## config.mk

```make
export PLATFORM = sky130hd
export DESIGN_NAME = mrbf_mul
export DESIGN_NICKNAME = d
export VERILOG_FILES = /design/src/mrbf_mul.sv
export SDC_FILE = /design/constraint.sdc
export NUM_CORES = 2
export LEC_CHECK = 0
export ABC_AREA = 1
export BUFFER_PORTS_ARGS = -buffer_cell sky130_fd_sc_hd__clkbuf_2
export CORE_ASPECT_RATIO = 2
export CORE_MARGIN = 2
export CORE_UTILIZATION = 40
export DETAILED_ROUTE_END_ITERATION = 8
export GPL_TIMING_DRIVEN = 0
export REMOVE_ABC_BUFFERS = 1
export SLEW_MARGIN = 20
export SYNTH_ARGS = -nofsm -noshare
export SYNTH_HDL_FRONTEND = slang
export SYNTH_SLANG_ARGS = --single-unit
```

## constraint.sdc

```tcl
create_clock -name clk -period 8.55 [get_ports clk]
set_input_delay 0.4275 -clock clk [delete_from_list [all_inputs] [get_ports clk]]
set_output_delay 0.4275 -clock clk [all_outputs]
set_load 0.02 [all_outputs]
```

## src/mrbf_mul.sv

```systemverilog
// ----------------------------------------------------------------------------
// mrbf_mul: shared signed multiplier
// 34 x 33 bit signed multiply with a registered product.
// ----------------------------------------------------------------------------
module mrbf_mul (
	input  logic               clk,
	input  logic signed [33:0] a,
	input  logic signed [32:0] b,
	output logic signed [66:0] prod_q
);
	always_ff @(posedge clk) begin
		prod_q <= 67'(a * b);
	end
endmodule

```

=== Word-level counts from Yosys, hierarchy flattened ===
Cells that the tools add are included.

* Register bits after elaboration: 67
* Bits in latches: 0
* Memory bits (writable): 0
* ROM bits: 0
* Input port bits: 68
* Output and inout port bits: 67
* Logic and storage cells: 2
* Memories kept: 0

* Add/subtract/negate cells: 0
* Multipliers: 1
* Div/mod/pow operators: 0
* $lt $le $gt $ge: 0
* Eq/ne operators: 0
* Shifts and indexed selects: 0
* Muxes and demuxes: 0
* Bitwise operators: 0
* Reduce and logical (&&, ||, !) cells: 0

{| class="wikitable"
|+ Operators with widths
! kind !! number
|-
| 34-bit by 33-bit multiplier with 67-bit output || 1
|}

=== Logic depth before layout (Yosys ltp) ===
* Depth after elaboration: 1
* Depth in mapped cells: 35

=== Worst setup path after synthesis ===
OpenSTA, ideal clock, no wires.

* Path kind: input to register
* From: in a[33]
* To: reg prod_q[63]
* Setup time: 0.112 ns
* Arrival: 7.107 ns
* Path slack: 1.331 ns
* Stages: 26
* Path buffers: 2
* Cell sequence: clkbuf_1 -> clkbuf_1 -> nand2_1 -> inv_1 -> fa_1 -> inv_1 -> fa_1 -> inv_1 -> fa_1 -> fa_1 -> fa_1 -> fa_1 -> fa_1 -> inv_1 -> fa_1 -> inv_1 -> ha_1 -> nand2_1 -> nor2_1 -> inv_1 -> nor3_2 -> nand2_1 -> nor3_2 -> nand2_1 -> nand3_1 -> nand2_1

* Longest elaborated chain between the ends: 1

{| class="wikitable"
|+ Ends and longest elaborated chain
! what !! RTL line !! RTL
|-
| from (decl) || 7 || <nowiki>input logic signed [33:0] a,</nowiki>
|-
| 34-bit by 33-bit multiplier with 67-bit output || 12 || <nowiki>prod_q <= 67'(a * b);</nowiki>
|-
| to (signal assigned) || 12 ||
|-
| to (decl) || 9 || <nowiki>output logic signed [66:0] prod_q</nowiki>
|}

Every way passes these cells.

=== Worst setup path in the final report ===
* From: in b[10]
* To: reg prod_q[63]

* Longest elaborated chain between the ends: 1

{| class="wikitable"
|+ Ends and longest elaborated chain
! what !! RTL line !! RTL
|-
| from (decl) || 8 || <nowiki>input logic signed [32:0] b,</nowiki>
|-
| 34-bit by 33-bit multiplier with 67-bit output || 12 ||
|}

Every way passes these cells.

==> impl_metrics.yaml <==
timing:
  worstMarginPinSlew_ns: 1.25
  holdWs_ns: 1.00
  finalSetupViolations: 0
  period_share: 0.936
  rsz0062_at_grt: "no"
  fin_crit_ns: 8.00
  fmax_mhz: 125
  final_hold_viol_count: 0
  relSlewSlack: 0.170
  finalMaxSlewViolations: 0
  setup_slack_ns: 0.545
  setup_tns_ns: 0
worst_setup_path:
  path_delay_family: "adder cells"
  crit_type: "in -> reg"
  cp_slowest_cell: "fa_1"
  cp_cell_sequence: "clkbuf_2 -> nand2_1 -> fa_1 -> fa_1 -> fa_1 -> inv_1 -> fa_1 -> fa_1 -> fa_1 -> fa_1 -> inv_1 -> fa_1 -> inv_1 -> ha_1 -> a21oi_1 -> o21ai_0 -> a21oi_1 -> nand2_1 -> a21oi_1 -> nand2_1 -> nand2_1 -> nand2_1"
  crit_end: "prod_q[63]"
  slowest_delay_ns: 0.93
  crit_cells: 22
  startpoint_type: "input port"
  cp-end-kind: "register"
  crit_start: "b[10]"
  crit_fanout: 34
  worstPathArrival_ns: 8.25
  crit_path_frequent_cell: "fa_1"
  required_ns: 8.80
  critPathBufInv: 4
final_layout:
  largest_register_ffs: 67
  top_register: "prod_q"
  n_antenna_cell: 0
  final_common_cell: "inv_1"
  final_cell_mix: "inv_1, nand2_1, fa_1, ha_1, clkbuf_2"
  syn_to_final_growth_pct: 4.00
  final_nets: 7019
  largestRegisters: "prod_q x67"
  drive_above_1_share: 0.0396
  final_cells: 6953
route:
  wire_per_inst_microns: 19.4
  drt_iter0_markers: 1608
  dr.pass1.iters: 5
  dr_total_vias: 34000
  finalWirelength_mm: 135
  drc: 0
  antenna_left: 0
  vias_per_cell: 4.90
yosys:
  syn_area_per_cell_sq_um: 7.78
  synth-seq-cells: 67
  synth.area.top_cells: "fa_1, inv_1, nand2_1"
  synth_top_cell_by_area: "fa_1"
  synth_top_area_frac: 0.533
  ys_seq_area_frac: 0.0304
  synthDistinctLibCells: 34
  synth_warnings: 0
  syn_inst: 5676
  syn_area_sq_um: 44200
cts:
  cts_buffers: 9
  cts_buffer_depth: 2
  cts-root-buf: "clkbuf_16"
  path_clk_slew_ns: 0.05
  tritoncts: "done"
  cts_sinks: 67
  holdBufCountCts: 0
  postCtsSetupBuffers: 0
  ctsResizeCount: 0
  clock_tree.htree_level_count: 3
hold_path:
  hp-class: "in -> reg"
flow_run:
  cap_viol_max_count: 0
global_route:
  grt_pass1_wl_mm: 215
  grt_pass1_vias: 38700
  grt_usage: 0.254
  antenna_found_initial: 5
  gr-total-overflow: 0
  grt_max_degree: 35
placed_design:
  post-place-ws_ns: -0.127
  portBuffers: 134
  place_congestion: 0.954
  dp_hpwl_mm: 113
  place_inst: 6936
floorplan:
  initial_utilization: 0.403
  dieHeight_microns: 474
  io_pins: 135
  die_w_microns: 239
  rows: 172
  coreArea_sq_um: 110000
  dieArea_sq_um: 113000
status:
  status: "completed"
metrics by stage:
step / util / area (sq um)
after CTS: 0.418 / 45900
after global routing: 0.419 / 46000
after detailed placement: 0.416 / 45600
after global placement: 0.415 / 45600
final: 0.419 / 46000
after floorplan: - / 43200
synthesized netlist by cell type:
master	n
inv_1	1948
nand2_1	1583
fa_1	1176
clkbuf_1	265
ha_1	219
nor2_1	115
dfxtp_1	67
nand3_1	67
a21oi_1	60
xor2_1	33
nand2_2	24
o21ai_0	20
nand4_1	18
nor2_2	17
o21bai_1	10
or2_2	8
nor3_1	7
nand3_2	5
nor2_4	4
nand3b_1	3
nor3_2	3
o21a_1	3
o21ai_1	3
xnor2_1	3
a21o_1	2
a21oi_2	2
and2_1	2
buf_1	2
nor4_2	2
a31oi_1	1
and2_4	1
inv_2	1
nand2_4	1
nor4_1	1
layer usage:
metal  vias up  wire length (microns)  GRT usage  part of all wire
met5         -                     30          0           0.00022
met2      1105                  76700      0.500              0.57
met4         4                  11100      0.172             0.082
met3       510                   5010     0.0193             0.037
li1      15100                      -          -                 -
met1     17400                  42400      0.246              0.31
worst min-delay path by stage:
stage | endpoint | cells past startpoint | start
floorplan | prod_q[0] | 2 | b[0]
global placement | prod_q[9] | 1 | prod_q[9]
detailed placement | prod_q[6] | 1 | prod_q[6]
CTS | prod_q[0] | 3 | b[0]
global route | prod_q[0] | 3 | b[0]
finish | prod_q[0] | 3 | b[0]
cells by family after synthesis:
family,Yosys count,synth area share
DFF,67,0.0304
and+or+nand+nor,1861,0.167
xor gates and xnor gates,36,0.00714
adders and majority gates,1395,0.595
AOI/OAI and AO/OA,101,0.0125
buffers and inverters,2216,0.188
area by class of cell:
cell class | count | area (sq um)
inverters | 1949 | 7320
clock inverters | 3 | 46.3
clock buffers | 13 | 250
flip-flops and latches | 67 | 1340
multi-input cells | 3393 | 34500
fillers | 11300 | 63800
well taps | 1392 | 1740
repair buffers | 136 | 726
Power is left out: the tool's default activity adds up to more than one toggle a clock period on the data nets, which glitch-free logic cannot reach.
