## config.mk

```make
export PLATFORM = sky130hd
export DESIGN_NAME = mrbf_ram
export DESIGN_NICKNAME = d
export VERILOG_FILES = /design/src/mrbf_ram.sv
export SDC_FILE = /design/constraint.sdc
export NUM_CORES = 2
export LEC_CHECK = 0
export BUFFER_PORTS_ARGS = -buffer_cell sky130_fd_sc_hd__buf_4
export CAP_MARGIN = 20
export CORE_MARGIN = 1
export CORE_UTILIZATION = 42
export CTS_BUF_LIST = sky130_fd_sc_hd__clkbuf_4
export DETAILED_ROUTE_END_ITERATION = 10
export PLACE_DENSITY = 0.55
export RECOVER_POWER = 50
export SLEW_MARGIN = 20
export SYNTH_ARGS = -nofsm -noshare
export SYNTH_HDL_FRONTEND = slang
export SYNTH_SLANG_ARGS = --single-unit
```

## constraint.sdc

```tcl
create_clock -name clk -period 3.5 [get_ports clk]
set_input_delay 0.35 -clock clk [delete_from_list [all_inputs] [get_ports clk]]
set_output_delay 0.35 -clock clk [all_outputs]
set_load 0.03 [all_outputs]
```

## src/mrbf_ram.sv

```systemverilog
// ----------------------------------------------------------------------------
// mrbf_ram: generic single-write, single-read RAM
// One write port and one read port with registered read data.
// ----------------------------------------------------------------------------
module mrbf_ram #(
	parameter int WIDTH = 32,
	parameter int DEPTH = 64
) (
	input  logic             clk,
	input  logic             we,
	input  logic [(DEPTH > 1 ? $clog2(DEPTH) : 1)-1:0] waddr,
	input  logic [WIDTH-1:0] wdata,
	input  logic [(DEPTH > 1 ? $clog2(DEPTH) : 1)-1:0] raddr,
	output logic [WIDTH-1:0] rdata
);
	logic [WIDTH-1:0] mem [DEPTH];

	always_ff @(posedge clk) begin
		if (we) begin
			mem[waddr] <= wdata;
		end
		rdata <= mem[raddr];
	end
endmodule

```

Word level (Yosys, flattened, before mapping)
Memory sizes are Yosys's and may differ from the RTL's. A register that Yosys moved wholly into a read port is not among the register bits.
Index checks and enable logic that the tools add are counted.

word-level totals
  bits in registers = 0
  bits in writable memories = 2048
  input bits = 46
  output and inout bits = 32
  logic and storage cells = 3
  memories kept = 1

cells by class
  muxes and demuxes = 2

memories
  name  depth  width  rd ports  clocked after memory_dff  write ports  line  text
  mem   64     32     1         1                         1            16    logic [WIDTH-1:0] mem [DEPTH];

operators by type and width
  operator          count
  1-bit 2-to-1 mux  2

Longest topological paths before layout
  word-level depth = 2
  mapped depth = 10
  depth with buffers taken out = 5

Least setup slack after synthesis
Ideal clock, no wire load.

  path kind = input to register
  start point = in waddr[3] (netlist bit)
  end point = mem mem[48][0] (enable)
  setup time = 0.461 ns
  arrival time = 3.049 ns
  data required time = 3.039 ns
  slack = -0.010 ns
  stages = 4
  buffers on the path = 1
  path through = clkbuf_1 nor2b_1 nand4b_1 nor3_1

RTL lines
  item                line  text
  start: declaration  11    input logic [(DEPTH > 1 ? $clog2(DEPTH) : 1)-1:0] waddr,
  end: declaration    16

No word-level cell before the write port.

Worst setup path after layout
  start point = in wdata[2]
  end point = mem mem[3][2] (data pin)

RTL lines
  item                line  text
  start: declaration  12    input logic [WIDTH-1:0] wdata,

No word-level cell before the write port.

==> results.tsv <==
stage	metric	value	unit
outcome	status	complete, but fails checks	
outcome	violations	capacitance limit, slew limit	
cts	cts_tree	yes	
pwr	combPwrFrac	5.6	%
timing	fmax	344	MHz
pwr	p_int	39200	µW
pwr	switchingPower	11400	µW
cts	clk-insertion-delay-late	1330	ps
timing	finalHoldViolations	0	
die	core.rowCount	158	
synthesis	synth_ff_type	edfxtp_1	
layout	final_area	91100	µm²
cts	clkSinkCount	2080	
routing	drt_iter0_markers	3919	
worst_setup_path	critPathKind	input pin to register	
cts	htree_levels	6	
synthesis	synth-seq-cells	2080	
synthesis	ys_seq_area_share	79.1	%
routing	drc	0	
timing	worst_clock_skew	90.9	ps
timing	tightest_slew	3530	ps
routing	met1Wirelength	86600	µm
placement	io_buffers	77	
layout	fill_cells	15200	
worst_setup_path	required	4030	ps
grt	antenna_found_initial	10	
worst_setup_path	critPathLaunchType	input pin	
synthesis	yosysMostFrequentCell	edfxtp_1	
routing	ant_nets	0	
synthesis	yosys.area.top_type	edfxtp_1	
worst_setup_path	critical_path_arrival	3440	ps
die	die_h	434	µm
synthesis	synth_area	78500	µm²
cts	clock_path_buffers	4	
synthesis	async_reset_ff_share	0	%
worst_setup_path	critPathMaxStageDelay	2460	ps
timing	report.final.slew_viol_count	1705	
cts	post-cts-setup-buffers	0	
timing	slew_headroom	-135	%
die	die_w	434	µm
die	die_area	189000	µm²
worst_setup_path	cp_max_fo	64	
layout	drive_gt1_share	39.0	%
synthesis	syn_area_per_cell	23.6	µm²
cts	clock-root-buffer	clkbuf_4	
layout	utilization	49.1	%
grt	grt_pass1_wl	302000	µm
synthesis	synth_top_area_share	78.3	%
worst_setup_path	cp_cell_sequence	dlygate4sd3_1 > clkbuf_1	
layout	syn_to_final_growth	16.0	%
synthesis	synth.area.top_cells	edfxtp_1 78%, mux4_2 16%, mux2i_1 1.2%	
pwr	switching_share	22.5	%
grt	grt_overflow_total	0	
worst_setup_path	cp_slowest_cell	clkbuf_1	
die	pin_count	78	
synthesis	synthTopCellsByCount	2,048 x edfxtp_1, 544 x mux4_2, 137 x nor2_1	
run	maxCapViolations	28	
pwr	p_leak	0.0292	µW
routing	routed.top_layer	met5	
routing	wl_per_cell	31.1	µm
synthesis	syn_nets	3370	
synthesis	synth_edf_count	2048	
cts	cts_buffers	555	
die	start_util	42.3	%
pwr	ir_drop	0.241	mV
synthesis	yosys_warnings	0	
worst_setup_path	endpoint_kind	register	
routing	met3_length	17000	µm
synthesis	ys_types	34	
routing	wl	215000	µm
pwr	power.density	555	nW/µm²
synthesis	synthCells	3324	
placement	gp_routability_congestion	0.785	
grt	track_usage	23.2	%
grt	grt_start_max_net_pins	65	
timing	period_needed	2910	ps
cts	clk_pin_slew	60	ps
worst_hold_path	hold_path.class	input pin to register	
routing	wl_met2	105000	µm
routing	drtPass1Iterations	5	
worst_setup_path	cp_top_family	buffers and inverters	
layout	layout.nets	4134	
timing	hold_slack	216	ps
placement	dpl.hpwl	122000	µm
placement	dpl_cell_area	84200	µm²
timing	rsz0062_at_grt	no	
pwr	clkPwrFrac	39.6	%
grt	grt_pass1_vias	41500	
worst_setup_path	cp_num_buf_inv	2	
pwr	seq_power_share	54.9	%
routing	via_per_inst	5.69	
timing	fin_crit_sh	83.1	%
die	core	186000	µm²
routing	vias	39400	
timing	setup_violations	0	
-- power by group through the flow --
stage / Clock (µW) / Sequential [µW] / Combinational, µW
after floorplan: 0 / 28300 / 1340
after global placement: 0 / 28200 / 2770
after detailed placement: 0 / 28200 / 2800
after CTS: 20600 / 27700 / 2870
after global routing: 21900 / 27700 / 2970
final: 20000 / 27700 / 2810
-- registers in the layout, summed over array words and instances, names as in the netlist --
signal and count:
mem 2048, rdata 32
-- what timing repair did --
action                                 in CTS  in global routing
resized for setup                           0                  0
hold buffers                               66                  0
endpoints found under the hold margin    2958                  0
setup endpoints to repair                   0                  0
-- metrics by stage --
stage          total power (µW)  TNS, ps  worst slack, ps  instances
3_3_place_gp              31000    -7.69            -7.69       5945
5_1_grt                   52600        0              529       6916
3_5_place_dp              31000    -7.83            -7.83       5945
6_report                  50500        0              590       6920
4_1_cts                   51200        0              670       6912
2_1_floorplan             29600        0              498       3324
-- per-layer routing --
| metal | up-vias | GRT usage [%] |
|---|---|---|
| li1 | 16200 | - |
| met1 | 21100 | 30.8 |
| met2 | 1779 | 37.0 |
| met3 | 318 | 5.77 |
| met4 | 2 | 8.54 |
| met5 | - | 0 |
-- kinds of logic after synthesis --
family	synth area share (%)
AOI/OAI and AO/OA	1.67
buffers and inverters	1.13
DFF	79.1
muxes	16.8
and+or+nand+nor	1.27
-- worst paths after layout --
kind               start         to  slack, ps  cells after the start
max reg2reg  mem[30][25]  rdata[25]       1090                      4
max             wdata[2]  mem[3][2]        590                      2
min             raddr[0]  rdata[29]        220                      5
min reg2reg  mem[28][20]  rdata[20]        750                      4
-- area by class of cell --
type	count	area, µm²	share of cell area [%]
diodes	8	20.0	0.0220
clock buffers	800	6010	6.59
clock inverters	101	417	0.457
multi-input cells	1062	15900	17.5
flip-flops and latches	2080	62100	68.2
well taps	2480	3100	3.41
repair buffers	389	3470	3.80
-- placed cells by master, fill, tap and decap left out, types with 4 or more instances in the layout --
master and count:
edfxtp_1 2048, clkbuf_4 800, mux4_2 544, buf_4 248, mux2i_1 93, o22ai_1 84, nor2_1 80, clkinv_1 73
dlygate4sd3_1 66, a21oi_1 62, nor2_4 57, buf_12 38, dfxtp_1 32, clkbuf_1 31, o221ai_1 27, nand2_1 26
inv_2 20, nor2b_1 15, a22oi_1 12, diode_2 8, a311oi_1 8, nand2b_1 7, clkinv_2 6, nand3b_1 5
nor3_1 5, nand3_1 5, and3_1 4, a41o_1 4, o32ai_1 4
Power figures use the tool's default switching activity.
