<file path="config.mk">
export PLATFORM = sky130hd
export DESIGN_NAME = mrbf_regs
export DESIGN_NICKNAME = d
export VERILOG_FILES = /design/src/mrbf_pkg.sv /design/src/mrbf_regs.sv
export SDC_FILE = /design/constraint.sdc
export NUM_CORES = 1
export LEC_CHECK = 0
export CAP_MARGIN = 25
export CORE_ASPECT_RATIO = 1.1
export CORE_UTILIZATION = 45
export CTS_CLUSTER_SIZE = 40
export DETAILED_ROUTE_END_ITERATION = 10
export DONT_BUFFER_PORTS = 1
export PLACE_DENSITY = 0.72
export REMOVE_ABC_BUFFERS = 1
export SLEW_MARGIN = 20
export SYNTH_ARGS = -nofsm -noshare
export SYNTH_HDL_FRONTEND = slang
export SYNTH_SLANG_ARGS = --single-unit
</file>
<file path="constraint.sdc">
create_clock -name clk -period 1.4 [get_ports clk]
set_clock_uncertainty 0.1 [all_clocks]
set_input_delay 0.14 -clock clk [delete_from_list [all_inputs] [get_ports clk]]
set_output_delay 0.14 -clock clk [all_outputs]
set_load 0.005 [all_outputs]
</file>
<file path="src/mrbf_pkg.sv">
// ----------------------------------------------------------------------------
// mrbf_pkg: shared types and constants of the multiquadric RBF evaluator
// Register map, sequencer states, the configuration bundle and saturation.
// ----------------------------------------------------------------------------
package mrbf_pkg;

	localparam int DEF_NUM_CENTERS = 64;
	localparam int DEF_NUM_AXES    = 4;
	localparam int FIELD_AXES      = 4;
	localparam int PADDR_W         = 5;
	localparam int SQRT_STEPS      = 32;
	localparam int DIV_STEPS       = 47;

	typedef enum logic [2:0] {
		REG_SHAPE_C      = 3'd0,
		REG_INV_C        = 3'd1,
		REG_CENTERS_USED = 3'd2,
		REG_DIMS_USED    = 3'd3,
		REG_INV_SCALE_0  = 3'd4,
		REG_INV_SCALE_1  = 3'd5,
		REG_INV_SCALE_2  = 3'd6,
		REG_INV_SCALE_3  = 3'd7
	} reg_idx_t;

	typedef enum logic {
		OP_LOAD = 1'b0,
		OP_EVAL = 1'b1
	} opcode_t;

	typedef struct packed {
		logic [30:0]                  shape_c;
		logic [30:0]                  inv_c;
		logic [6:0]                   centers_used;
		logic [2:0]                   dims_used;
		logic [FIELD_AXES-1:0][30:0] inv_scale;
	} cfg_t;

	// Control bundle from the sequencer to the root / divide unit.
	typedef struct packed {
		logic start;
		logic is_div;
	} rd_ctl_t;

	typedef enum logic [4:0] {
		ST_IDLE,
		ST_Q_MUL,
		ST_Q_WB,
		ST_C_START,
		ST_C_RD,
		ST_U_MUL,
		ST_U_WB,
		ST_SQ_MUL,
		ST_SQ_WB,
		ST_SQRT_GO,
		ST_SQRT,
		ST_CS_MUL,
		ST_CS_WB,
		ST_VT_MUL,
		ST_VT_WB,
		ST_DIV_GO,
		ST_DIV,
		ST_SL_MUL,
		ST_SL_WB,
		ST_NEXT,
		ST_FIN_V,
		ST_FIN_S,
		ST_OUT
	} state_t;

	// Saturate a wide signed value to 32 bits; the top bit flags a clip.
	function automatic logic [32:0] sat32(input logic signed [66:0] v);
		logic [32:0] r;
		if (v > 67'sd2147483647) begin
			r = {1'b1, 32'h7FFF_FFFF};
		end else if (v < -67'sd2147483648) begin
			r = {1'b1, 32'h8000_0000};
		end else begin
			r = {1'b0, v[31:0]};
		end
		return r;
	endfunction

endpackage

</file>
<file path="src/mrbf_regs.sv">
// ----------------------------------------------------------------------------
// mrbf_regs: configuration registers
// APB-style register file holding shape, scale and count settings.
// ----------------------------------------------------------------------------
module mrbf_regs (
	input  logic                         clk,
	input  logic                         arst_n,
	input  logic                         psel,
	input  logic                         penable,
	input  logic                         pwrite,
	input  logic [mrbf_pkg::PADDR_W-1:0] paddr,
	input  logic [31:0]                  pwdata,
	output logic [31:0]                  prdata,
	output logic                         pready,
	output mrbf_pkg::cfg_t               cfg
);
	import mrbf_pkg::*;

	cfg_t     cfg_q;
	reg_idx_t idx;
	logic     wr;

	assign idx    = reg_idx_t'(paddr[4:2]);
	assign wr     = psel & penable & pwrite;
	assign pready = 1'b1;
	assign cfg    = cfg_q;

	always_ff @(posedge clk or negedge arst_n) begin
		if (!arst_n) begin
			cfg_q.shape_c      <= 31'd65536;
			cfg_q.inv_c        <= 31'd65536;
			cfg_q.centers_used <= 7'd64;
			cfg_q.dims_used    <= 3'd4;
			cfg_q.inv_scale    <= {FIELD_AXES{31'd65536}};
		end else if (wr) begin
			unique case (idx)
				REG_SHAPE_C:      cfg_q.shape_c      <= pwdata[30:0];
				REG_INV_C:        cfg_q.inv_c        <= pwdata[30:0];
				REG_CENTERS_USED: cfg_q.centers_used <= pwdata[6:0];
				REG_DIMS_USED:    cfg_q.dims_used    <= pwdata[2:0];
				REG_INV_SCALE_0:  cfg_q.inv_scale[0] <= pwdata[30:0];
				REG_INV_SCALE_1:  cfg_q.inv_scale[1] <= pwdata[30:0];
				REG_INV_SCALE_2:  cfg_q.inv_scale[2] <= pwdata[30:0];
				REG_INV_SCALE_3:  cfg_q.inv_scale[3] <= pwdata[30:0];
				default: ;
			endcase
		end
	end

	always_comb begin
		unique case (idx)
			REG_SHAPE_C:      prdata = {1'b0, cfg_q.shape_c};
			REG_INV_C:        prdata = {1'b0, cfg_q.inv_c};
			REG_CENTERS_USED: prdata = {25'd0, cfg_q.centers_used};
			REG_DIMS_USED:    prdata = {29'd0, cfg_q.dims_used};
			REG_INV_SCALE_0:  prdata = {1'b0, cfg_q.inv_scale[0]};
			REG_INV_SCALE_1:  prdata = {1'b0, cfg_q.inv_scale[1]};
			REG_INV_SCALE_2:  prdata = {1'b0, cfg_q.inv_scale[2]};
			REG_INV_SCALE_3:  prdata = {1'b0, cfg_q.inv_scale[3]};
			default:          prdata = 32'd0;
		endcase
	end
endmodule

</file>
======== Word level (Yosys, flattened, before mapping) ========
Index checks and enable logic that the tools add are counted.
operators by class
  eq/ne operators ......................... 7
  muxes and demuxes ....................... 1
  bitwise gates (word level) .............. 2
  reductions and logical operators ........ 9
operators by type and width
  operator                                                                count
  32-bit case mux with 8 select lines                                     1
  2-bit AND reduction                                                     8
  3-bit equality test (second input constant)                             4
  3-bit by 2-bit equality test with 1-bit output (second input constant)  2
  3-bit by 1-bit equality test with 1-bit output (second input constant)  1
  3-bit logical NOT                                                       1
  1-bit bitwise AND                                                       2
storage, ports and cells
  bits in registers ....................... 196
  input bits .............................. 42
  output and inout port bits .............. 229
  word-level logic and storage cells ...... 27

======== Depth between registers and ports, before layout ========
  depth after elaboration ................. 3
  gate-level depth with buffers ........... 6
  depth with buffers taken out ............ 4

======== Least setup slack after synthesis ========
No wires, ideal clock.
  path type ............................... in2reg
  start ................................... input paddr[3] (netlist name)
  end ..................................... register cfg_q (netlist bit cfg[165])
  setup time .............................. 0.125 ns
  arrival time ............................ 1.214 ns
  setup slack ............................. -0.039 ns
  cell stages on the path ................. 6
  cells stage by stage .................... inv_2 nand4_2 or3_1 buf_2 buf_6 mux2_4
between the ends
  longest elaborated chain between the ends .. 2
ends and longest elaborated chain
  element                               line             text
  start, declared                       mrbf_regs.sv:11  input logic [mrbf_pkg::PADDR_W-1:0] paddr,
  3-bit logical NOT                     mrbf_regs.sv:36  unique case (idx)
  2-bit AND reduction (no source line)  -
  end, declared                         mrbf_regs.sv:19  cfg_t cfg_q;
No other way between the ends.
A chain may end at the register's enable or synchronous reset.

======== Worst setup path in the final report ========
  start ................................... register cfg_q (netlist bit cfg[30])
  end ..................................... output prdata[30]
between the ends
  longest elaborated chain between the ends .. 1
ends and longest elaborated chain
  element                              line             text
  32-bit case mux with 8 select lines  mrbf_regs.sv:51  unique case (idx)
  end, declared                        mrbf_regs.sv:13  output logic [31:0] prdata,
No other way between the ends. The select of a mux whose other input is x is not followed.

==> qor.yml <==
status:
  status: "finished, violations left"
  violations: "negative hold slack, negative setup slack"
yosys:
  ys_ff_latch: 196
  yosys.cell_types.count: 39
  yosysTopAreaCell: "dfrtp_1"
  async_flop_share: 1.00
  synth_edf_count: 0
  synth.most_common_cell: "dfrtp_1"
  syn-instance-count: 672
  yosys_warnings: 0
  ys.flop_type: "dfrtp_1"
  syn_area_mm2: 0.00905
  synth_commonest_cells: "188 x dfrtp_1, 170 x mux2_2, 34 x a21oi_1"
  synth_top_area_share: 0.520
  yosysSeqAreaShare: 0.543
  synth.avg_cell_area_um2: 13.5
  yosys-top-cells-area: "dfrtp_1 52%, mux2_2 21%, mux2_4 5.0%"
grt:
  overflow: 0
  grt_pass1_vias: 6520
  gr-max-usage-layer: "met2"
  grt_pass1_wl_um: 37500
  use_met1: 0.276
  grt_max_degree: 197
  antenna_found_initial: 0
  grt_use_total: 0.243
  met2_usage: 0.414
  grtUsageMet3: 0.0872
pwr:
  p_int_w: 0.0110
  switching_share: 0.284
  p_clk_frac: 0.318
  powerDensity_mw_per_mm2: 1440
  total_power_w: 0.0153
  switching_power_w: 0.00436
  power_frac_seq: 0.526
  ir_worst_vdd_uv: 889
  p_comb_frac: 0.156
  power_leakage_nw: 4.80
cts:
  cts.sinks: 196
  cts_buffers: 17
  holdBufCountCts: 31
  htreeDepth: 4
  cts_tree: "done"
  clk_pin_slew_ns: 0.07
  clock-root-buffer: "clkbuf_16"
  clk_path_buf_depth: 2
  worstSkewPairLatency_ns: 0.42
timing:
  drv_slew: 0
  hold_viol: 196
  rsz0062_at_grt: "true"
  max_freq_ghz: 0.584
  period_needed_ns: 1.71
  timing.final.crit_share: 1.22
  setup_viol: 31
  worst_slack_ns: -0.311
  whs_ns: -0.688
floorplanning:
  fp-row-count: 54
  dieArea_mm2: 0.0207
  die_w_um: 137
  start_util: 0.457
  io-pin-count: 271
  core_mm2: 0.0198
  chipHeight_um: 151
worst_setup_path:
  crit_buf_inv: 0
  cp_top_family: "flip-flops"
  worst-path-max-fanout: 3
  critPathLaunchType: "flop"
  cp.arrival_ns: 1.47
  end_kind: "output port"
  max_stage_delay_ns: 0.43
  path_depth: 3
  critPathRequiredTime_ns: 1.16
  r2r_setup_slack_ns: 0.38
  critical_path_class: "flop to output port"
  reg2reg_depth: 2
  crit_chain: "mux2_4 > a221oi_4 > nor2_2"
  slowest_stage: "dfrtp_1"
detailed_routing:
  wl_per_cell_um: 25.7
  route.detailed.drc: 0
  drt-initial-drc-count: 308
  ant_nets: 0
  vias: 6067
  dr.pass1.iters: 5
  vias_per_cell: 6.15
  routed_wl_um: 25300
place:
  io_buffers: 0
  post-place-ws_ns: -0.107
  dp_cells: 922
  hpwl_um: 16500
  gp_congestion: 0.789
cells_and_area:
  largest_register_ffs: 196
  drive_above_1_share: 0.441
  final_core_util: 0.539
  area_growth_pct: 18.0
  instances_no_fill: 986
  final_nets: 762
worst_hold_path:
  hold_path_class: "input port to async pin"
job:
  maxCapViolations: 0
-- power groups by stage --
stage               Combinational (W)  Sequential [W]  Clock, W
finish                        0.00239         0.00806   0.00487
global placement              0.00202         0.00805         0
detailed placement            0.00214         0.00814         0
CTS                           0.00234         0.00804   0.00498
floorplan                     0.00164         0.00773         0
global route                  0.00258         0.00822   0.00521
-- layout by cell type, fill, tap and decap left out, types with 8 or more instances in the layout --
cell type | synthesis | final
nand2_1 | 22 | 22
buf_4 | 9 | 38
o21ai_0 | 25 | 9
dfstp_2 | 8 | 8
mux2i_1 | 33 | 32
a21oi_1 | 34 | 30
buf_12 | 0 | 9
nor2_1 | 24 | 17
o21ai_1 | 0 | 15
mux2_2 | 170 | 167
dlygate4sd3_1 | 0 | 31
clkbuf_16 | 0 | 17
a221oi_2 | 0 | 9
dfrtp_1 | 188 | 188
a211oi_2 | 0 | 9
o22a_1 | 20 | 20
mux2_4 | 30 | 33
-- layer usage --
metal / share of wire / vias up
met3: 0.082 / 40
met1: 0.38 / 3182
met5: 0 / -
li1: - / 2576
met4: 0.021 / 0
met2: 0.52 / 269
-- cells by family after synthesis --
family                 after synthesis  synth area share
buffers and inverters               52            0.0308
other                                2          0.000830
muxes                              239             0.305
and+or+nand+nor                     58            0.0277
DFF                                196             0.543
AOI/OAI and AO/OA                  125            0.0921
-- worst paths after layout --
kind                          start    endpoint
hold reg to reg             cfg[80]     cfg[80]
hold / removal               arst_n     cfg[63]
setup reg to reg            cfg[89]     cfg[89]
max in group asynchronous    arst_n     cfg[78]
setup / recovery            cfg[30]  prdata[30]
min in group clk           paddr[4]    cfg[133]
-- through the flow --
step / setup TNS, ns / area, µm²
after global routing: -8.52 / 10700
after CTS: -6.87 / 10600
after detailed placement: -2.93 / 9600
final: -6.34 / 10700
after floorplan: -179.14 / 8780
after global placement: -2.77 / 9600
-- area by class of cell --
class                   instances  area, µm²
diodes                          1       2.50
clock buffers                  20        437
clock inverters                12        144
fillers                      1639       9120
inverters                       3       11.3
multi-input cells             424       4080
flip-flops and latches        196       4910
well taps                     252        315
repair buffers                 78        776
-- repair_timing --
| item | CTS | global route |
|---|---|---|
| endpoints found under the setup margin | 31 | 31 |
| pin swaps | 45 | 14 |
| resized for setup | 26 | 24 |
| buffers inserted | 0 | 0 |
| endpoints found under the hold margin | 392 | 196 |
No activity file was read; power rests on OpenSTA's default activity.
