==> config.mk <==
export PLATFORM = sky130hd
export DESIGN_NAME = mrbf_rootdiv
export DESIGN_NICKNAME = d
export VERILOG_FILES = /design/src/mrbf_pkg.sv /design/src/mrbf_rootdiv.sv
export SDC_FILE = /design/constraint.sdc
export NUM_CORES = 1
export LEC_CHECK = 0
export ABC_AREA = 1
export BUFFER_PORTS_ARGS = -buffer_cell sky130_fd_sc_hd__buf_2
export CELL_PAD_IN_SITES_DETAIL_PLACEMENT = 1
export CELL_PAD_IN_SITES_GLOBAL_PLACEMENT = 1
export CORE_ASPECT_RATIO = 1.5
export CORE_MARGIN = 1
export CORE_UTILIZATION = 46
export DETAILED_ROUTE_END_ITERATION = 12
export PLACE_DENSITY = 0.84
export SLEW_MARGIN = 20
export SYNTH_ARGS = -nofsm -noshare
export SYNTH_HDL_FRONTEND = slang
export SYNTH_SLANG_ARGS = --single-unit
==> constraint.sdc <==
create_clock -name clk -period 8.49 [get_ports clk]
set_input_delay 0.849 -clock clk [delete_from_list [all_inputs] [get_ports clk]]
set_output_delay 0.849 -clock clk [all_outputs]
set_load 0.03 [all_outputs]
==> src/mrbf_pkg.sv <==
// ----------------------------------------------------------------------------
// mrbf_pkg: shared types and constants of the multiquadric RBF evaluator
// Register map, sequencer states, the configuration bundle and saturation.
// ----------------------------------------------------------------------------
package mrbf_pkg;

	localparam int DEF_NUM_CENTERS = 64;
	localparam int DEF_NUM_AXES    = 4;
	localparam int FIELD_AXES      = 4;
	localparam int PADDR_W         = 5;
	localparam int SQRT_STEPS      = 32;
	localparam int DIV_STEPS       = 47;

	typedef enum logic [2:0] {
		REG_SHAPE_C      = 3'd0,
		REG_INV_C        = 3'd1,
		REG_CENTERS_USED = 3'd2,
		REG_DIMS_USED    = 3'd3,
		REG_INV_SCALE_0  = 3'd4,
		REG_INV_SCALE_1  = 3'd5,
		REG_INV_SCALE_2  = 3'd6,
		REG_INV_SCALE_3  = 3'd7
	} reg_idx_t;

	typedef enum logic {
		OP_LOAD = 1'b0,
		OP_EVAL = 1'b1
	} opcode_t;

	typedef struct packed {
		logic [30:0]                  shape_c;
		logic [30:0]                  inv_c;
		logic [6:0]                   centers_used;
		logic [2:0]                   dims_used;
		logic [FIELD_AXES-1:0][30:0] inv_scale;
	} cfg_t;

	// Control bundle from the sequencer to the root / divide unit.
	typedef struct packed {
		logic start;
		logic is_div;
	} rd_ctl_t;

	typedef enum logic [4:0] {
		ST_IDLE,
		ST_Q_MUL,
		ST_Q_WB,
		ST_C_START,
		ST_C_RD,
		ST_U_MUL,
		ST_U_WB,
		ST_SQ_MUL,
		ST_SQ_WB,
		ST_SQRT_GO,
		ST_SQRT,
		ST_CS_MUL,
		ST_CS_WB,
		ST_VT_MUL,
		ST_VT_WB,
		ST_DIV_GO,
		ST_DIV,
		ST_SL_MUL,
		ST_SL_WB,
		ST_NEXT,
		ST_FIN_V,
		ST_FIN_S,
		ST_OUT
	} state_t;

	// Saturate a wide signed value to 32 bits; the top bit flags a clip.
	function automatic logic [32:0] sat32(input logic signed [66:0] v);
		logic [32:0] r;
		if (v > 67'sd2147483647) begin
			r = {1'b1, 32'h7FFF_FFFF};
		end else if (v < -67'sd2147483648) begin
			r = {1'b1, 32'h8000_0000};
		end else begin
			r = {1'b0, v[31:0]};
		end
		return r;
	endfunction

endpackage

==> src/mrbf_rootdiv.sv <==
// ----------------------------------------------------------------------------
// mrbf_rootdiv: bit-serial square root and divide unit
// One compare-subtract per cycle serves both the integer square root of a
// 64-bit radicand and an unsigned long division by a 32-bit divisor.
// ----------------------------------------------------------------------------
module mrbf_rootdiv (
	input  logic              clk,
	input  logic              arst_n,
	input  mrbf_pkg::rd_ctl_t ctl,
	input  logic [63:0]       src,
	input  logic [31:0]       divisor,
	output logic              done,
	output logic [31:0]       res
);
	import mrbf_pkg::*;

	logic        busy_q, is_div_q, done_q;
	logic [5:0]  cnt_q;
	logic [63:0] src_q;
	logic [35:0] rem_q;
	logic [31:0] res_q, div_q;
	logic [35:0] opa, opb;
	logic        ge;
	logic [5:0]  last;

	always_comb begin
		if (is_div_q) begin
			opa  = {rem_q[34:0], src_q[63]};
			opb  = {4'd0, div_q};
			last = 6'(DIV_STEPS - 1);
		end else begin
			opa  = {rem_q[33:0], src_q[63:62]};
			opb  = {2'd0, res_q, 2'b01};
			last = 6'(SQRT_STEPS - 1);
		end
		ge = (opa >= opb);
	end

	always_ff @(posedge clk or negedge arst_n) begin
		if (!arst_n) begin
			busy_q   <= 1'b0;
			done_q   <= 1'b0;
			is_div_q <= 1'b0;
			cnt_q    <= '0;
		end else begin
			done_q <= 1'b0;
			if (ctl.start) begin
				busy_q   <= 1'b1;
				is_div_q <= ctl.is_div;
				cnt_q    <= '0;
			end else if (busy_q) begin
				cnt_q <= cnt_q + 6'd1;
				if (cnt_q == last) begin
					busy_q <= 1'b0;
					done_q <= 1'b1;
				end
			end
		end
	end

	always_ff @(posedge clk) begin
		if (ctl.start) begin
			src_q <= src;
			div_q <= divisor;
			rem_q <= '0;
			res_q <= '0;
		end else if (busy_q) begin
			rem_q <= ge ? (opa - opb) : opa;
			res_q <= {res_q[30:0], ge};
			src_q <= is_div_q ? {src_q[62:0], 1'b0} : {src_q[61:0], 2'b00};
		end
	end

	assign done = done_q;
	assign res  = res_q;
endmodule
-- Word level (Yosys, flattened, before mapping)
Index checks and enable logic that the tools add are counted.
- $add $sub $neg: 2
- magnitude comparators: 1
- equality and inequality tests: 1
- mux-type cells: 15
- reductions and logical operators: 1
- operator list (cell ; number):
    64-bit 2-to-1 mux ; 3
    36-bit by 34-bit greater-or-equal comparator with 1-bit output ; 1
    36-bit 2-to-1 mux ; 1
    35-bit 2-to-1 mux ; 1
    35-bit by 34-bit subtractor with 35-bit output ; 1
    34-bit 2-to-1 mux ; 1
    6-bit 2-to-1 mux ; 3
    6-bit by 1-bit adder with 6-bit output (second input constant) ; 1
    6-bit == test ; 1
    1-bit 2-to-1 mux ; 6
    2-bit nonzero test ; 1
- register bits: 172
- input bits: 100
- logic and storage cells: 28

-- Depth between registers and ports, before layout
Gate-level depths: netlist of the first run.
- depth after elaboration: 5
- mapped depth: 23

-- Least setup slack after synthesis of the first run
Ideal clock, no wire load.
- path kind: input-to-reg
- start: input ctl[1] (netlist name)
- end: register src_q[0] (enable)
- setup time: 0.453 ns
- arrival time: 3.296 ns
- data required time: 8.037 ns
- path slack: 4.741 ns
- stages on the path: 4
- buffers on the path: 2
- cell sequence: clkbuf_1 -> nor2_1 -> inv_1 -> buf_1
- word-level cells in the longest chain between the ends: 1
- RTL lines (what ; line ; RTL):
    start, declared ; mrbf_rootdiv.sv:9 ; input mrbf_pkg::rd_ctl_t ctl,
    2-bit nonzero test (no line) ; -- ;
    end signal, assigned ; mrbf_rootdiv.sv:63 ; src_q <= src;
    end signal, assigned ; mrbf_rootdiv.sv:70 ; src_q <= is_div_q ? {src_q[62:0], 1'b0} : {src_q[61:0], 2'b00};
    end, declared ; mrbf_rootdiv.sv:19 ; logic [63:0] src_q;
Every way passes these cells.
A chain may end at the register's enable or synchronous reset.

-- Worst setup path after layout of the first run
- start: register is_div_q
- end: register rem_q[33]
- word-level cells in the longest chain between the ends: 3
- elaborated cells between the ends (all ways): 5
- those cells by class: add/sub (1); order compare (1); mux (3)
- RTL lines (what ; line ; RTL):
    start, declared ; mrbf_rootdiv.sv:17 ; logic busy_q, is_div_q, done_q;
    start signal, assigned ; mrbf_rootdiv.sv:49 ; is_div_q <= ctl.is_div;
    36-bit 2-to-1 mux / 34-bit 2-to-1 mux (equally long branches) ; mrbf_rootdiv.sv:27 ; if (is_div_q) begin
    35-bit by 34-bit subtractor with 35-bit output / 36-bit by 34-bit greater-or-equal comparator with 1-bit output (equally long branches) ; mrbf_rootdiv.sv:68, mrbf_rootdiv.sv:36 ;
    35-bit 2-to-1 mux (*) ; mrbf_rootdiv.sv:68 ; rem_q <= ge ? (opa - opb) : opa;
    end signal, assigned ; mrbf_rootdiv.sv:68 ;
    end, declared ; mrbf_rootdiv.sv:20 ; logic [35:0] rem_q;
Mark *: on every way between the ends. The rest lies on a longest branch, timed or not.

==> qor.csv, run 1 <==
metric;value;unit
cts_made_buffers;17;
postCtsSetupBuffers;0;
cellLeakagePower;5.734;nW
fin_crit_sh;63.17;%
grt_max_degree;102;
fin_skew;0.009095;ns
max-cap-violations;0;
arrival;5.68;ns
synth-seq-cells;172;
relSlewSlack;28.32;%
remaining_drc_errors;0;
start_kind;register;
wl_per_cell;18.43;µm
hold_class;primary input to async pin;
synth.distinct_cells;39;
drive_gt1_share;14.77;%
fin_nets;1700;
finalPower;3.496;mW
routabilityCongestion;0.9598;
critPathLaunch;is_div_q;
period_needed;5.363;ns
grt_remaining_overflow;0;
dp_hpwl;25.38;mm
clock_sinks;172;
ir_drop;0.2032;mV
synth-main-ff-cell;edfxtp_1;
worst_pin_slew;1.074;ns
syn_nets;1605;
path_class;register to register;
cts_max_path_buffers;2;
dp.cells;1820;
fp.coreArea;22470;µm²
antenna_found_initial;0;
grt_pass1_wl;53.74;mm
yosysWarnings;0;
power.density;294.3;nW/µm²
synth-edff-count;96;
required;8.81;ns
cts_root_buf;clkbuf_16;
yosys.area.top_type_share;27.32;%
cp-end-kind;register;
vias;10070;
clk_pin_slew;0.06;ns
cts_resized;0;
start_util;46.96;%
tns;0;ns
fin_ws;3.127;ns
cts_tree;yes;
hold_violations;0;
area_growth;12.61;%
placed_area;11330;µm²
fp.dieW;125.7;µm
yosys.area.top_type;edfxtp_1;
use_met1;34.97;%
track_usage;29.31;%
path_max_fanout;81;
utilization;52.88;%
dp_slack;3.216;ns
setup_viol;0;
synth_area_per_cell;7.183;µm²
synth_area;10550;µm²
fin_area;11880;µm²
die_area;23560;µm²
grt_use_met2;52.69;%
grt_setup_unrepaired;no;
io_pins;133;
ys_seq_area_share;42.17;%
fill_cells;2960;
grt_pass1_vias;10350;
top_usage_layer;met2;
whs;0.2752;ns
ys_top_cells_by_area;edfxtp_1 27%, nand2_1 18%, dfxtp_1 13%, o21ai_0 8.9%, inv_1 5.3%;
outcome;finished, final reports clean;
die_height;187.5;µm
r2r_end;rem_q[33];
rr_worst_depth;17;
finalMaxSlewViolations;0;
fmaxAchievable;0.1865;GHz
port_buffers;132;
use_met3;4.479;%
dr.pass1.iters;5;
netlist_instances;1469;
r2r_slack;3.13;ns
async_reset_ff_share;5.233;%
drt_iter0_drc;531;
viasPerCell;5.433;
fp-row-count;67;
stdcell_count;1853;
antenna_left;0;
clk_latency;0.43;ns
antenna_cells;0;
wirelength;34.16;mm
reg2reg_from;is_div_q;
htree_num_levels;4;
cts_hold_buf;0;
==> worst max-delay path: stages (launching register included) <==
cell and delay, ns:
dfrtp_2 0.72, inv_4 0.70, buf_4 0.71, o21ai_0 0.26, ha_1 0.43, nand2_2 0.14
inv_1 0.05, nand2_1 0.06, nand2_1 0.06, a21oi_1 0.18, and2_4 0.17, nand2_2 0.06
nand2_2 0.64, nand2_4 0.46, nand2_2 0.31, nand2_1 0.08, nand2_1 0.07, nand2_1 0.05
==> layout make-up <==
cell class | count | area (µm²) | area share (%)
flip-flops and latches | 172 | 4451 | 37.46
repair buffers | 141 | 750.7 | 6.318
well taps | 276 | 345.3 | 2.906
inverters | 159 | 600.6 | 5.055
clock inverters | 8 | 45.04 | 0.3791
multi-input cells | 1073 | 5207 | 43.83
clock buffers | 24 | 481.7 | 4.054
==> registers in the layout (all words and copies together) (netlist names) <==
signal    count
div_q        32
src_q        64
cnt_q         6
done          1
rem_q        35
res          32
busy_q        1
is_div_q      1
==> layer usage <==
metal  part of all wire (%)  wire (µm)
met1                     41      13920
met4                    3.0       1016
met2                     52      17880
met3                    3.9       1343
met5                      0          0
==> cell usage in the layout, fill, tap and decap left out, types with 2 or more instances in the layout <==
master,instances
a21o_1,3
a21oi_1,32
buf_2,131
buf_4,9
clkbuf_1,4
clkbuf_16,17
clkbuf_8,3
clkinv_1,4
clkinv_2,6
dfrtp_1,8
dfxtp_1,67
edfxtp_1,96
ha_1,35
inv_1,147
inv_2,7
nand2_1,496
nand2_2,11
nand3_1,61
nand3_2,23
nand3b_1,4
nand4_1,4
nor2_1,113
nor2_2,6
nor3_1,12
nor4_1,2
o21ai_0,188
o21ai_1,12
o21bai_1,5
o22ai_1,31
or2_2,11
xnor2_1,10
xor2_1,7
==> cell usage after synthesis, types with 2 or more instances <==
library cell  instances
buf_4                 4
nand2_1             496
inv_1               148
nor3_1               12
inv_2                 8
nor2_2                4
buf_1                 3
buf_2                 4
nand3_1              61
o21bai_1              5
clkinv_1              3
nor4_1                2
nand3b_1              4
clkbuf_1             49
buf_6                 4
a21o_1                3
edfxtp_1             96
xor2_1                7
o21ai_0             188
nand4_1               4
a21oi_1              32
nor2_1              115
o22ai_1              31
or2_2                11
dfxtp_1              67
xnor2_1              10
o21ai_1              12
nand3_2              23
nand2_2              11
dfrtp_1               9
ha_1                 35
==> worst max path at each step <==
stage,endpoint,slack [ns]
global placement,rem_q[19],3.34
detailed placement,rem_q[16],3.22
floorplan,src_q[0],4.74
global route,rem_q[33],2.71
CTS,rem_q[33],3.22
finish,rem_q[33],3.13
==> logic make-up (layout without fill, tap and decap cells) <==
kind of cell	Yosys count	after routing	share of synthesized area, %
compound gates	273	273	13.57
buf+inv	224	332	8.597
xor+xnor	17	17	1.411
fa+ha+maj	36	36	4.340
flops	172	172	42.17
simple gates	747	747	29.92
==> power breakdown <==
part	switching (mW)	leakage (nW)	internal, mW
Sequential	0.0861	1.67	1.02
Combinational	1.13	3.80	0.548
Clock	0.322	0.261	0.395
Total	1.54	5.73	1.96
(Power assumes the default switching activity.)
==> run 2: changes to the inputs <==
--- a/config.mk
+++ b/config.mk
@@ -11,9 +11,9 @@
 export CELL_PAD_IN_SITES_GLOBAL_PLACEMENT = 1
 export CORE_ASPECT_RATIO = 1.5
 export CORE_MARGIN = 1
-export CORE_UTILIZATION = 46
+export CORE_UTILIZATION = 43
 export DETAILED_ROUTE_END_ITERATION = 12
-export PLACE_DENSITY = 0.84
+export PLACE_DENSITY = 0.79
 export SLEW_MARGIN = 20
 export SYNTH_ARGS = -nofsm -noshare
 export SYNTH_HDL_FRONTEND = slang
==> constraint.sdc (replaced) <==
create_clock -name clk -period 5.1 [get_ports clk]
set_input_delay 0.51 -clock clk [delete_from_list [all_inputs] [get_ports clk]]
set_output_delay 0.51 -clock clk [all_outputs]
set_load 0.03 [all_outputs]
==> run 2 against run 1 <==
Die area grew 6.9%. Largest cell class unchanged. Non-clock buffer count grew 1. Critical endpoint is now rem_q[21]. Global-route usage shrank 1.7 points.
==> qor.csv, run 2 (synthesis gave the netlist of run 1 again) <==
metric;value;unit;change
hold_class;primary input to register;;
cts_root_buf;clkbuf_16;;
reg2reg_from;is_div_q;;
outcome;finished, final reports clean;;
regMostFlops;src_q;;
fill_cells;3133;;+5.8%
vias;10060;;-0.11%
clk_latency;0.42;ns;about the same
antenna_left;0;;unchanged
die_height;193.9;µm;+3.4%
drt_iter0_drc;467;;-12%
crit_family;buffers and inverters;;
netSwitchingFraction;43.95;%;-0.049 points
power.density;490.4;nW/µm²;+67%
setup_viol;0;;unchanged
viasPerCell;5.302;;-2.4%
rr_worst_depth;17;;unchanged
remaining_drc_errors;0;;unchanged
path_max_fanout;114;;+41%
layout_commonest_cell;nand2_1;;
r2r_slack;1.24;ns;-1.89 ns
fin_crit_sh;75.76;%;+13 points
combPwrFrac;47.5;%;-0.5 points
cts_tree;yes;;
critPathMaxStageDelay;0.78;ns;+0.06 ns
worst_pin_slew;1.097;ns;+0.02312 ns
grt_max_degree;115;;+13%
fin_nets;1701;;+0.059%
grt_pass1_vias;10740;;+3.8%
utilization;50.01;%;-2.9 points
path_class;register to register;;
dp_hpwl;24.34;mm;-4.1%
fp.coreArea;23910;µm²;+6.4%
arrival;4.17;ns;-1.51 ns
max-cap-violations;0;;unchanged
required;5.41;ns;-3.40 ns
tns;0;ns;unchanged
crit_path_top_delay_cell;buf_4;;
cellLeakagePower;5.749;nW;+0.27%
io_pins;133;;unchanged
fp.dieW;129.9;µm;+3.4%
fmaxAchievable;0.2588;GHz;+39%
htree_num_levels;4;;unchanged
min_delay_path_depth;1;;
largest_registers;src_q x64, rem_q x35;;
finalMaxSlewViolations;0;;unchanged
grt_remaining_overflow;0;;unchanged
cts_resized;0;;unchanged
die_area;25180;µm²;+6.9%
relSlewSlack;26.78;%;-1.5 points
routabilityCongestion;0.9377;;-2.3%
hold_violations;0;;unchanged
hp-start;divisor[1];;
wl_per_cell;17.49;µm;-5.1%
finalPower;5.865;mW;+68%
antenna_found_initial;0;;unchanged
clock_sinks;172;;unchanged
power.switching;2.577;mW;+68%
min_to;div_q[1];;
antenna_cells;0;;unchanged
fin_skew;0.01118;ns;+0.002088 ns
start_util;44.12;%;-2.8 points
p_int;3.287;mW;+68%
wirelength;33.18;mm;-2.9%
cts_made_buffers;17;;unchanged
largest_register_ffs;64;;unchanged
crit_buf_inv;3;;unchanged
port_buffers;132;;unchanged
r2r_end;rem_q[21];;
clk_pin_slew;0.07;ns;about the same
track_usage;27.58;%;-1.7 points
seq_power_share;31.0;%;-0.5 points
path_cells;buf_4, nand2_1, o21ai_0, ha_1, inv_1, fa_1, nand2_2, nand3_2, nand3_1, nand3_2, nand2_1, nand2_2, nand2_2, buf_4, nand3_2, nand3_1, nand2_1;;
start_kind;register;;
period_needed;3.864;ns;-1.500 ns
cts_max_path_buffers;2;;unchanged
cp-end-kind;register;;
grt_pass1_wl;54.14;mm;+0.74%
ir_drop;0.2654;mV;+31%
grt_setup_unrepaired;no;;
pwr-share-clk;21.5;%;+1.0 points
drive_gt1_share;14.89;%;+0.12 points
dr.pass1.iters;5;;unchanged
final_cell_mix;496 x nand2_1, 188 x o21ai_0, 147 x inv_1, 131 x buf_2, 113 x nor2_1;;
fp-row-count;69;;+3.0%
area_growth;13.34;%;
[run 2: changes by cell type in the layout (fill, tap and decap cells not counted), sizes merged]
cell,delta
clkinvlp,-1
dlygate4sd3,+1
clkinv,-2
clkbuf,-3
inv,+6
[run 2: metrics by stage]
stage	worst slack (ns)	std cells	cell area, µm²	hold WS [ns]
2_1_floorplan	1.690	1469	10550	0.2144
3_3_place_gp	1.391	1864	11390	0.3754
3_5_place_dp	1.304	1864	11390	0.3822
4_1_cts	1.252	1897	11960	0.2394
5_1_grt	0.9263	1897	11960	0.2410
6_report	1.236	1897	11960	0.2607
[run 2: timing repair]
item | in CTS | in global routing
endpoints found under the hold margin | 9 | 0
hold buffers | 1 | 0
setup buffers | 0 | 0
[run 2: how the worst max path moves through the flow]
stage | start | endpoint | slack (ns) | cells after the start
after floorplan | ctl[1] | src_q[0] | 1.69 | 4
after global placement | is_div_q | rem_q[19] | 1.39 | 11
after detailed placement | is_div_q | rem_q[6] | 1.30 | 17
after CTS | is_div_q | rem_q[21] | 1.25 | 17
after global routing | is_div_q | rem_q[12] | 0.93 | 15
final | is_div_q | rem_q[21] | 1.24 | 17
[run 2: layout make-up]
type                    count  area (µm²)  share of cell area, %
clock inverters            11       77.57                 0.6487
inverters                 159       600.6                  5.022
repair buffers            142       740.7                  6.194
well taps                 319       399.1                  3.338
flip-flops and latches    172        4451                  37.21
multi-input cells        1073        5207                  43.54
clock buffers              21       483.0                  4.038
[run 2: power by group through the flow]
stage / registers, mW / logic [mW] / clock network [mW]
after floorplan: 1.81 / 2.04 / 0
after CTS: 1.82 / 2.80 / 1.28
final: 1.82 / 2.79 / 1.26
after global placement: 1.83 / 2.71 / 0
after global routing: 1.84 / 3.13 / 1.33
after detailed placement: 1.84 / 2.77 / 0
[run 2: routing by layer]
metal	vias to the layer above	track usage [%]	part of all wire, %
li1	4954	-	-
met1	4875	31.84	41
met2	189	50.82	53
met3	39	4.553	3.6
met4	0	8.484	2.1
met5	-	0	0
